## config.mk

```make
export PLATFORM = sky130hd
export DESIGN_NAME = fip_cell
export DESIGN_NICKNAME = d
export VERILOG_FILES = /design/src/rtl/fip_pkg.sv /design/src/rtl/fip_cell.sv
export SDC_FILE = /design/constraint.sdc
export NUM_CORES = 1
export LEC_CHECK = 0
export BUFFER_PORTS_ARGS = -buffer_cell sky130_fd_sc_hd__buf_2
export CAP_MARGIN = 20
export CORE_AREA = 5 5 63 54
export DETAILED_ROUTE_END_ITERATION = 10
export DIE_AREA = 0 0 68 59
export PLACE_DENSITY_LB_ADDON = 0.25
export SLEW_MARGIN = 20
export SYNTH_ARGS = -nofsm -noshare
export SYNTH_HDL_FRONTEND = slang
export SYNTH_SLANG_ARGS = --single-unit
export TNS_END_PERCENT = 20
```

## constraint.sdc

```tcl
create_clock -name clk -period 2.34 [get_ports clk]
set_input_delay 0.702 -clock clk [delete_from_list [all_inputs] [get_ports clk]]
set_output_delay 0.702 -clock clk [all_outputs]
set_load 0.005 [all_outputs]
```

## src/rtl/fip_pkg.sv

```systemverilog
// Free index pool shared definitions: widths, command and status codes,
// reset constants and the control bundle broadcast to the cell row.
// No dependencies.
`timescale 1ns / 1ps

package fip_pkg;

    localparam int IDX_W           = 8;
    localparam int SIZE_W          = 9;
    localparam int CMD_W           = 2;
    localparam int STATUS_W        = 2;
    localparam int DEPTH_DEFAULT   = 256;
    localparam int POOL_SIZE_RESET = 256;

    localparam logic [CMD_W-1:0] CMD_POP    = 2'd0;
    localparam logic [CMD_W-1:0] CMD_PUSH   = 2'd1;
    localparam logic [CMD_W-1:0] CMD_DELETE = 2'd2;

    localparam logic [STATUS_W-1:0] ST_OK       = 2'd0;
    localparam logic [STATUS_W-1:0] ST_EMPTY    = 2'd1;
    localparam logic [STATUS_W-1:0] ST_FULL     = 2'd2;
    localparam logic [STATUS_W-1:0] ST_NOTFOUND = 2'd3;

    typedef struct packed {
        logic load;
        logic push;
        logic pop;
        logic del;
    } fip_ctrl_t;

endpackage

```

## src/rtl/fip_cell.sv

```systemverilog
// One stack cell of the free index pool: holds one entry and its valid bit.
// Shifts toward the bottom on push, toward the top on pop or delete closure.
// Depends on fip_pkg.
`timescale 1ns / 1ps

module fip_cell #(
    parameter int CELL_ID = 0,
    parameter int CNT_W   = 9,
    parameter int RESET_N = 256
) (
    input  logic                        clk,
    input  logic                        rst_n,
    input  fip_pkg::fip_ctrl_t          ctrl,
    input  logic [CNT_W-1:0]            load_n,
    input  logic [fip_pkg::IDX_W-1:0]   item,
    input  logic [fip_pkg::IDX_W-1:0]   upper_value,
    input  logic                        upper_valid,
    input  logic [fip_pkg::IDX_W-1:0]   lower_value,
    input  logic                        lower_valid,
    input  logic                        found_in,
    output logic                        found_out,
    output logic [fip_pkg::IDX_W-1:0]   value,
    output logic                        valid
);
    import fip_pkg::*;

    localparam logic [IDX_W-1:0] LOAD_VAL    = IDX_W'(CELL_ID % 256);
    localparam logic             RESET_VALID = (CELL_ID < RESET_N);

    logic [IDX_W-1:0] value_reg;
    logic [IDX_W-1:0] value_next;
    logic             valid_reg;
    logic             valid_next;
    logic             match;

    assign match     = ctrl.del && valid_reg && (value_reg == item);
    assign found_out = found_in || match;

    always_comb
    begin
        value_next = value_reg;
        valid_next = valid_reg;
        if (ctrl.load)
        begin
            value_next = LOAD_VAL;
            valid_next = (CNT_W'(CELL_ID) < load_n);
        end
        else if (ctrl.push)
        begin
            value_next = upper_value;
            valid_next = upper_valid;
        end
        else if (ctrl.pop || (ctrl.del && found_out))
        begin
            value_next = lower_value;
            valid_next = lower_valid;
        end
    end

    always_ff @(posedge clk or negedge rst_n)
    begin
        if (!rst_n)
        begin
            value_reg <= LOAD_VAL;
            valid_reg <= RESET_VALID;
        end
        else
        begin
            value_reg <= value_next;
            valid_reg <= valid_next;
        end
    end

    assign value = value_reg;
    assign valid = valid_reg;

endmodule

```

# == After elaboration in Yosys (flattened, before gate mapping) ==
# Index checks and enable logic that the tools add are counted.
# word_totals
register_bits,9
input_bits,42
word_cells,16
# op_classes
n_lt_le_gt_ge,1
n_eq_ne,1
mux,6
n_reduce_logical,6
# ops
op,count
8-bit 2-to-1 mux,3
1-bit by 9-bit < comparator with 1-bit output (first input constant),1
8-bit == test,1
1-bit logical AND,3
1-bit 2-to-1 mux,3
3-bit nonzero test,1
1-bit logical OR,2

# == Longest topological paths before layout ==
# Gate-level depths: netlist of run 1.
# depth
depth_word,8
ltp_mapped,5

# == Worst setup path after synthesis of run 1 ==
# Ideal clock, no wire load.
# synth_timing
path_type,input -> output
startpoint,input port item[7] (netlist bit)
endpoint,output port found_out
arrival_ns,1.407
path_slack_ns,0.231
cell_stages,3
n_path_buf,0
cell_sequence,xor2_1 nor4_4 a31o_2
# synth_via
elab_chain_len,3
# synth_lines
item,line_no,rtl
start: declaration,fip_cell.sv:15,"input logic [fip_pkg::IDX_W-1:0] item,"
8-bit == test,fip_cell.sv:36,assign match = ctrl.del && valid_reg && (value_reg == item);
1-bit logical AND,fip_cell.sv:36,
1-bit logical OR,fip_cell.sv:37,assign found_out = found_in || match;
end: declaration,fip_cell.sv:21,"output logic found_out,"
# No other way between the ends.

# == Final worst setup path of run 1 ==
# layout_timing
startpoint,input port item[2] (netlist bit)
endpoint,output port found_out
# Same word-level chain as after synthesis.

==> impl_metrics.py, run 1 <==
metrics = {
    "run_status": {
        "outcome": "finished clean",
    },
    "layout": {
        "final_area_um2": 997,
        "final-seq-area_um2": 226,
        "layoutNonFillerInstCount": 151,
        "syn2layout_area_growth_pct": 56.0,
        "drive_above_1_share_pct": 64.6,
        "fillCellCount": 281,
        "final_util_pct": 37.5,
        "multi_input_area_um2": 412,
        "nets": 156,
        "largest_register_ffs": 8,
        "antenna_cells": 0,
    },
    "sta": {
        "slew_violations": 0,
        "max_freq_ghz": 0.437,
        "skew_ns": 0.00342,
        "period_needed_ns": 2.29,
        "slew_headroom_pct": 75.0,
        "setup_viol": 0,
        "whs_ns": 0.290,
        "rsz0062_at_grt": "no",
        "setup-tns-final_ns": 0,
        "post-route-period-util_pct": 97.7,
        "worstMarginPinSlew_ns": 0.374,
        "hold_viol": 0,
    },
    "die": {
        "io_pins": 52,
        "chipHeight_um": 59,
        "num_rows": 17,
        "start_util_pct": 24.0,
        "fp.dieW_um": 68,
        "core_um2": 2660,
        "dieArea_um2": 4010,
    },
    "clock_network": {
        "clk_latency_ns": 0.26,
        "clkTransAtPathRegs_ns": 0.07,
        "clkSinkCount": 9,
        "cts_max_level": 1,
        "cts_tree": "done",
        "cts_root_buffer": "clkbuf_4",
        "cts-buffers-inserted": 3,
        "clockBufferDepth": 2,
    },
    "grt": {
        "grt_pass1_wl_mm": 2.90,
        "grt_max_degree": 11,
        "grt_pass1_vias": 679,
        "gr-usage-all-layers_pct": 9.52,
        "gr-total-overflow": 0,
        "antenna_found_initial": 0,
    },
    "critical_path": {
        "required_ns": 1.64,
        "crit_type": "input pin to output pin",
        "cp-start-kind": "input pin",
        "cp-end-kind": "output pin",
        "worst-path-max-fanout": 2,
        "crit_arrival_ns": 1.58,
        "r2r_slack_ns": 0.48,
    },
    "place": {
        "dp_cells": 146,
        "place.gp.congestion": 0.621,
        "placedInstanceArea_um2": 956,
        "io_buffers": 51,
    },
    "logic_synthesis": {
        "synth-adder-area-share_pct": 0,
        "synthDominantCellAreaShare_pct": 31.3,
        "yosysMostFrequentCell": "mux2_2",
        "synth-seq-cells": 9,
        "synthArstFlopShare_pct": 100,
        "synth_cell_types": 20,
        "syn_area_um2": 639,
        "yosysTopAreaCell": "dfrtp_1",
        "ys_warn_count": 0,
        "synthCells": 56,
        "synth_edf_count": 0,
        "synth_area_leaders": "dfrtp_1, mux2_2, mux2i_1, xor2_1, nor2_1",
        "synth_xor_area_share_pct": 11.0,
        "yosys-top-cells-count": "mux2_2, dfrtp_1, mux2i_1, nor2_1, xor2_1",
        "avgSynthCellArea_um2": 11.4,
        "synth-compound-area-share_pct": 8.61,
        "synth_simple_gate_area_share_pct": 15.3,
        "synth_top_family_by_area": "multiplexers",
        "syn_nets": 98,
        "ys_seq_area_share_pct": 35.4,
        "synth-main-ff-cell": "dfrtp_1",
        "synth.area.mux_share_pct": 28.4,
    },
    "power": {
        "p_leak_nw": 0.521,
        "power_density_nw_per_um2": 436,
        "peakVddDrop_mv": 0.155,
    },
    "routing": {
        "wl_per_cell_um": 12.6,
        "vias_per_cell": 4.15,
        "drt_wl_total_mm": 1.91,
        "vias": 626,
        "drt_first_pass_iters": 2,
        "route.detailed.drc": 0,
        "first_iter_violations": 10,
        "ant_nets": 0,
    },
    "run": {
        "max_cap_violations": 0,
    },
    "min_path": {
        "hp-class": "input pin to asynchronous set/reset pin",
    },
}
-- logic make-up (layout without fill, tap and decap cells) --
kind of cell / count (synthesis) / count (layout)
DFF: 9 / 9
muxes: 17 / 17
buffers and inverters: 2 / 59
and+or+nand+nor: 15 / 15
xor gates and xnor gates: 8 / 8
AOI/OAI and AO/OA: 5 / 5
-- layer usage --
layer	global-route usage [%]	vias to the layer above	wire, um
met4	2.55	0	0
met3	3.61	0	221
met1	11.6	280	842
met5	0	-	0
met2	15.7	28	841
li1	-	318	-
-- timing repair --
| item | 4_1_cts | 5_1_grt |
|---|---|---|
| hold buffers | 0 | 0 |
| setup buffers | 0 | 1 |
| setup endpoints to repair | 0 | 1 |
| resized for setup | 0 | 1 |
-- worst max-delay path, stage by stage --
cell    delay, ns
buf_2        0.11
xor2_2       0.18
nor4_4       0.30
a31o_2       0.18
buf_2        0.11
-- placed cells by master, fill, tap and decap left out, drive strengths merged --
master  count
xor2        7
a211oi      1
nor3        3
a31o        1
nor2b       1
or4         1
a31oi       2
mux2        9
and3        1
a2111o      1
xnor2       1
nor4        1
buf        55
clkbuf      4
dfrtp       8
dfstp       1
mux2i       8
nor2        8
-- through the flow --
| stage | power [mW] | worst slack (ns) |
|---|---|---|
| 2_1_floorplan | 0.247 | 0.231 |
| 3_3_place_gp | 0.310 | 0.0574 |
| 3_5_place_dp | 0.312 | 0.0490 |
| 4_1_cts | 0.441 | 0.0447 |
| 5_1_grt | 0.456 | 0.00891 |
| 6_report | 0.434 | 0.0540 |
-- layout make-up --
type / instances / area share, %
multi-input cells: 45 / 41.3
repair buffers: 55 / 28.6
clock buffers: 4 / 2.63
well taps: 38 / 4.77
flip-flops and latches: 9 / 22.7
-- report_power, final --
group,internal [mW],leakage [nW],switching (mW),total (mW)
Combinational,0.0722,0.393,0.0585,0.131
Clock,0.0658,0.0150,0.0582,0.124
Sequential,0.169,0.114,0.0107,0.180
-- worst paths after layout --
path                                       from                    to  cells past startpoint
max                                     item[2]             found_out                      5
max in group asynchronous                 rst_n     valid$_DFFE_PN1P_                      1
min reg2reg                value[0]$_DFFE_PN0P_  value[0]$_DFFE_PN0P_                      1
max reg2reg                value[7]$_DFFE_PN0P_  value[3]$_DFFE_PN0P_                      6
min in group clk           value[0]$_DFFE_PN0P_  value[0]$_DFFE_PN0P_                      1
min                                       rst_n  value[2]$_DFFE_PN0P_                      1
Note: power is estimated with default switching activity, not from simulation.
==> inputs of run 2 (changes only) <==
Settings changed: CORE_AREA 5 5 63 54 to 5 5 53 46, DIE_AREA 0 0 68 59 to 0 0 58 51.
==> run 2 against run 1 <==
  * Global-route usage grew 3.2 points
  * Die area fell by 26%
  * Cell area fell by 3.3%
  * Clock-buffer cell count is the same
  * Flip-flop and latch count did not move
  * Register-to-register slack improved by 0.16 ns
  * Critical endpoint unchanged
==> impl_metrics.py, run 2 (synthesized netlist as in run 1, its figures left out) <==
metrics = {
    "grt": {
        "gr-usage-all-layers_pct": 12.8,
        "grt_max_degree": 11,
        "grt_pass1_vias": 693,
        "gr-total-overflow": 0,
        "grt_pass1_wl_mm": 2.82,
        "antenna_found_initial": 0,
    },
    "power": {
        "p_leak_nw": 0.515,
        "power_density_nw_per_um2": 440,
        "p_total_mw": 0.424,
        "peakVddDrop_mv": 0.299,
    },
    "layout": {
        "final_util_pct": 53.0,
        "largest_register_ffs": 8,
        "layout_common_cells": "buf_2, mux2_2, mux2i_1, nor2_1, dfrtp_1",
        "layoutNonFillerInstCount": 136,
        "multi_input_area_um2": 404,
        "final-seq-area_um2": 226,
        "drive_above_1_share_pct": 63.4,
        "fillCellCount": 181,
        "antenna_cells": 0,
        "mostFrequentLayoutCell": "buf_2",
        "syn2layout_area_growth_pct": 50.9,
        "nets": 155,
    },
    "die": {
        "core_um2": 1820,
        "start_util_pct": 35.1,
        "io_pins": 52,
        "dieArea_um2": 2960,
        "fp.dieW_um": 58,
        "chipHeight_um": 51,
        "num_rows": 14,
    },
    "clock_network": {
        "clkSinkCount": 9,
        "clkTransAtPathRegs_ns": 0.06,
        "cts-buffers-inserted": 3,
        "ctsHoldBuffers": 0,
        "cts_tree": "done",
        "cts_max_level": 1,
        "clk_latency_ns": 0.26,
        "cts_root_buffer": "clkbuf_4",
        "cts_resized": 0,
        "clockBufferDepth": 2,
    },
    "place": {
        "dp_hpwl_mm": 1.40,
        "dp_cells": 131,
        "place.gp.congestion": 0.764,
        "io_buffers": 51,
    },
    "critical_path": {
        "crit_arrival_ns": 1.55,
        "cp-start-kind": "input pin",
        "crit_type": "input pin to output pin",
        "cp-end-kind": "output pin",
        "required_ns": 1.64,
        "worst-path-max-fanout": 2,
    },
    "sta": {
        "skew_ns": 0.00132,
        "period_needed_ns": 2.26,
        "post-route-period-util_pct": 96.4,
        "max_freq_ghz": 0.443,
        "slew_headroom_pct": 75.0,
        "hold_viol": 0,
        "worstMarginPinSlew_ns": 0.376,
        "slew_violations": 0,
        "setup_viol": 0,
        "setup-tns-final_ns": 0,
        "rsz0062_at_grt": "no",
    },
    "routing": {
        "wl_per_cell_um": 12.4,
        "vias": 645,
        "drt_wl_total_mm": 1.69,
        "first_iter_violations": 10,
        "ant_nets": 0,
        "route.detailed.drc": 0,
        "vias_per_cell": 4.74,
        "drt_first_pass_iters": 2,
    },
    "min_path": {
        "hp-class": "input pin to asynchronous set/reset pin",
    },
    "run": {
        "max_cap_violations": 0,
    },
    "run_status": {
        "outcome": "finished clean",
    },
}
## run 2: changes by cell type in the layout (fill, tap and decap cells not counted), sizes merged
cell / delta
buf: -1
## run 2: final timing paths
kind,depth (start not counted),end,slack (ns),from
setup reg to reg,5,value[2]$_DFFE_PN0P_,0.64,value[5]$_DFFE_PN0P_
hold / removal,1,value[2]$_DFFE_PN0P_,0.28,rst_n
min in group clk,1,value[7]$_DFFE_PN0P_,0.55,value[7]$_DFFE_PN0P_
max in group asynchronous,1,valid$_DFFE_PN1P_,1.81,rst_n
hold reg to reg,1,value[7]$_DFFE_PN0P_,0.55,value[7]$_DFFE_PN0P_
setup / recovery,5,found_out,0.08,item[7]
## run 2: repair_timing
action                     CTS  global route
setup endpoints to repair    1             1
gates cloned                 0             0
buffers inserted             1             0
pin swaps                    1             1
## run 2: critical path: stages
cell and delay, ns:
buf_2 0.10, xor2_1 0.17, nor4_4 0.30, a31o_2 0.18, buf_2 0.10
## run 2: through the flow
stage	worst slack (ns)	cell area (um^2)	hold slack, ns
after global placement	0.00378	931	0.534
after detailed placement	-0.00783	931	0.538
final	0.0841	965	0.284
after floorplan	0.231	639	0.406
after global routing	0.0172	965	0.271
after CTS	0.0611	965	0.275
## run 2: final cells by class
class,instances,share of cell area [%]
clock buffers,4,2.72
multi-input cells,45,41.9
flip-flops and latches,9,23.5
well taps,24,3.11
repair buffers,54,28.8
## run 2: routing by layer
layer  vias up  share of wire, %  track usage, %
li1        318                 -               -
met1       294                39            13.7
met2        29                49            21.8
met3         4                10            6.30
met4         0               1.1            4.63
met5         -                 0               0
## run 2: power by group
| part | internal, mW | total (mW) | switching (mW) | leakage (nW) |
|---|---|---|---|---|
| Combinational | 0.0702 | 0.126 | 0.0559 | 0.386 |
| Clock | 0.0656 | 0.119 | 0.0531 | 0.0150 |
| Sequential | 0.169 | 0.179 | 0.0102 | 0.114 |
| Total | 0.305 | 0.424 | 0.119 | 0.515 |
==> inputs of run 3 (changes only) <==
Clock period 2.34 ns to 2.2 ns, I/O delays scaled along.
==> run 3 against run 2 <==
  * Routed wire length increased by 1.7%
  * Worst setup slack worse by 0.051 ns
  * Register-to-register slack got worse by 0.14 ns
  * Sequential power up 7%
  * Combinational power increased by 9%
==> impl_metrics.py, run 3 (synthesized netlist as in run 1, its figures left out) <==
metrics = {
    "run_status": {
        "outcome": "finished clean",
    },
    "layout": {
        "largest_register_ffs": 8,
        "nets": 155,
        "mostFrequentLayoutCell": "buf_2",
        "final-seq-area_um2": 226,
        "layout_common_cells": "buf_2, mux2_2, mux2i_1, nor2_1, dfrtp_1",
        "syn2layout_area_growth_pct": 54.0,
        "layoutNonFillerInstCount": 136,
        "antenna_cells": 0,
        "final_area_um2": 985,
        "multi_input_area_um2": 412,
        "fillCellCount": 184,
        "drive_above_1_share_pct": 64.3,
        "final_util_pct": 54.1,
    },
    "sta": {
        "slew_headroom_pct": 74.8,
        "rsz0062_at_grt": "yes",
        "setup-tns-final_ns": 0,
        "period_needed_ns": 2.17,
        "setup_viol": 0,
        "hold_viol": 0,
        "skew_ns": 0.00317,
        "max_freq_ghz": 0.461,
        "slew_violations": 0,
        "worstMarginPinSlew_ns": 0.378,
        "post-route-period-util_pct": 98.5,
    },
    "run": {
        "max_cap_violations": 0,
    },
    "grt": {
        "grt_pass1_wl_mm": 2.85,
        "grt_max_degree": 11,
        "gr-total-overflow": 0,
        "gr-usage-all-layers_pct": 12.4,
        "antenna_found_initial": 0,
        "grt_pass1_vias": 699,
    },
    "place": {
        "io_buffers": 51,
        "place.gp.congestion": 0.764,
        "placedInstanceArea_um2": 931,
        "dp_cells": 131,
        "dp_hpwl_mm": 1.42,
    },
    "routing": {
        "route.detailed.drc": 0,
        "drt_wl_total_mm": 1.72,
        "vias": 646,
        "first_iter_violations": 7,
        "wl_per_cell_um": 12.6,
        "drt_first_pass_iters": 2,
        "vias_per_cell": 4.75,
        "ant_nets": 0,
    },
    "clock_network": {
        "cts-buffers-inserted": 3,
        "clockBufferDepth": 2,
        "cts_max_level": 1,
        "clkTransAtPathRegs_ns": 0.06,
        "clkSinkCount": 9,
        "clk_latency_ns": 0.26,
        "cts_root_buffer": "clkbuf_4",
        "ctsHoldBuffers": 0,
        "cts_tree": "done",
    },
    "power": {
        "p_comb_share_pct": 30.2,
        "p_seq_share_pct": 42.1,
        "p_clk_share_pct": 27.8,
        "switching_share_pct": 28.1,
        "netSwitchingPower_mw": 0.128,
        "p_total_mw": 0.455,
        "p_int_mw": 0.327,
        "power_density_nw_per_um2": 462,
        "p_leak_nw": 0.520,
        "peakVddDrop_mv": 0.297,
    },
    "die": {
        "chipHeight_um": 51,
        "core_um2": 1820,
        "start_util_pct": 35.1,
        "io_pins": 52,
        "dieArea_um2": 2960,
        "num_rows": 14,
        "fp.dieW_um": 58,
    },
    "critical_path": {
        "crit_arrival_ns": 1.51,
        "max_stage_delay_ns": 0.29,
        "cp-end-kind": "output pin",
        "cpMaxStageDelayCell": "nor4_4",
        "timing.rr.start": "value[5]$_DFFE_PN0P_",
        "r2r_slack_ns": 0.50,
        "crit_type": "input pin to output pin",
        "ff2ff_path_depth": 5,
        "cpMostUsedCell": "buf_6",
        "cp-start-kind": "input pin",
        "crit_family": "simple AND/OR/NAND/NOR gates",
        "timing.rr.end": "value[1]$_DFFE_PN0P_",
        "crit_chain": "buf_6 -> xor2_2 -> nor4_4 -> a31o_2 -> buf_6",
        "required_ns": 1.54,
        "path_buf_inv": 2,
        "worst-path-max-fanout": 2,
    },
    "min_path": {
        "hp-class": "input pin to asynchronous set/reset pin",
    },
}
==> run 3: changes by cell type in the layout (fill, tap and decap cells not counted) <==
cell and delta:
buf_2 -2, buf_6 +2, xor2_1 -1, xor2_2 +1
==> run 3: final cells by class <==
type                    instances  area share, %
flip-flops and latches          9           23.0
well taps                      24           3.05
repair buffers                 54           29.5
multi-input cells              45           41.8
clock buffers                   4           2.67
==> run 3: worst max-delay path by stage <==
stage	from	endpoint	slack (ns)	cells after the start
finish	item[7]	found_out	0.03	5
global route	item[7]	found_out	-0.04	5
CTS	item[2]	found_out	0.004	5
detailed placement	item[7]	found_out	-0.07	5
global placement	item[7]	found_out	-0.05	5
floorplan	item[7]	found_out	0.17	3
==> run 3: per-layer routing <==
| metal | wire, um | GRT usage [%] | part of all wire [%] | vias up |
|---|---|---|---|---|
| li1 | - | - | - | 314 |
| met1 | 634 | 13.5 | 37 | 300 |
| met2 | 885 | 23.1 | 52 | 29 |
| met3 | 186 | 4.79 | 11 | 3 |
| met4 | 10 | 2.32 | 0.58 | 0 |
| met5 | 0 | 0 | 0 | - |
==> run 3: what timing repair did <==
action	4_1_cts	5_1_grt
endpoints found under the setup margin	1	1
setup buffers	1	0
cloned	0	0
pin swaps	1	2
gates resized for setup	0	3
==> run 3: per-stage QoR <==
stage          hold WS [ns]  worst slack, ns
6_report              0.238           0.0331
4_1_cts               0.239          0.00404
3_3_place_gp          0.522          -0.0522
5_1_grt               0.231          -0.0380
3_5_place_dp          0.527          -0.0694
2_1_floorplan         0.364            0.175
==> run 3: power groups by stage <==
stage / clock network (mW) / logic [mW] / registers (mW)
after floorplan: 0 / 0.0684 / 0.194
after global placement: 0 / 0.132 / 0.193
after detailed placement: 0 / 0.135 / 0.194
after CTS: 0.134 / 0.138 / 0.191
after global routing: 0.149 / 0.153 / 0.194
final: 0.126 / 0.137 / 0.192
==> run 3: worst reg2reg max path: stages (launching register included) <==
cell     delay [ns]
dfrtp_1        0.40
xor2_1         0.22
nor4_4         0.08
buf_4          0.14
a31oi_4        0.36
mux2_2         0.38
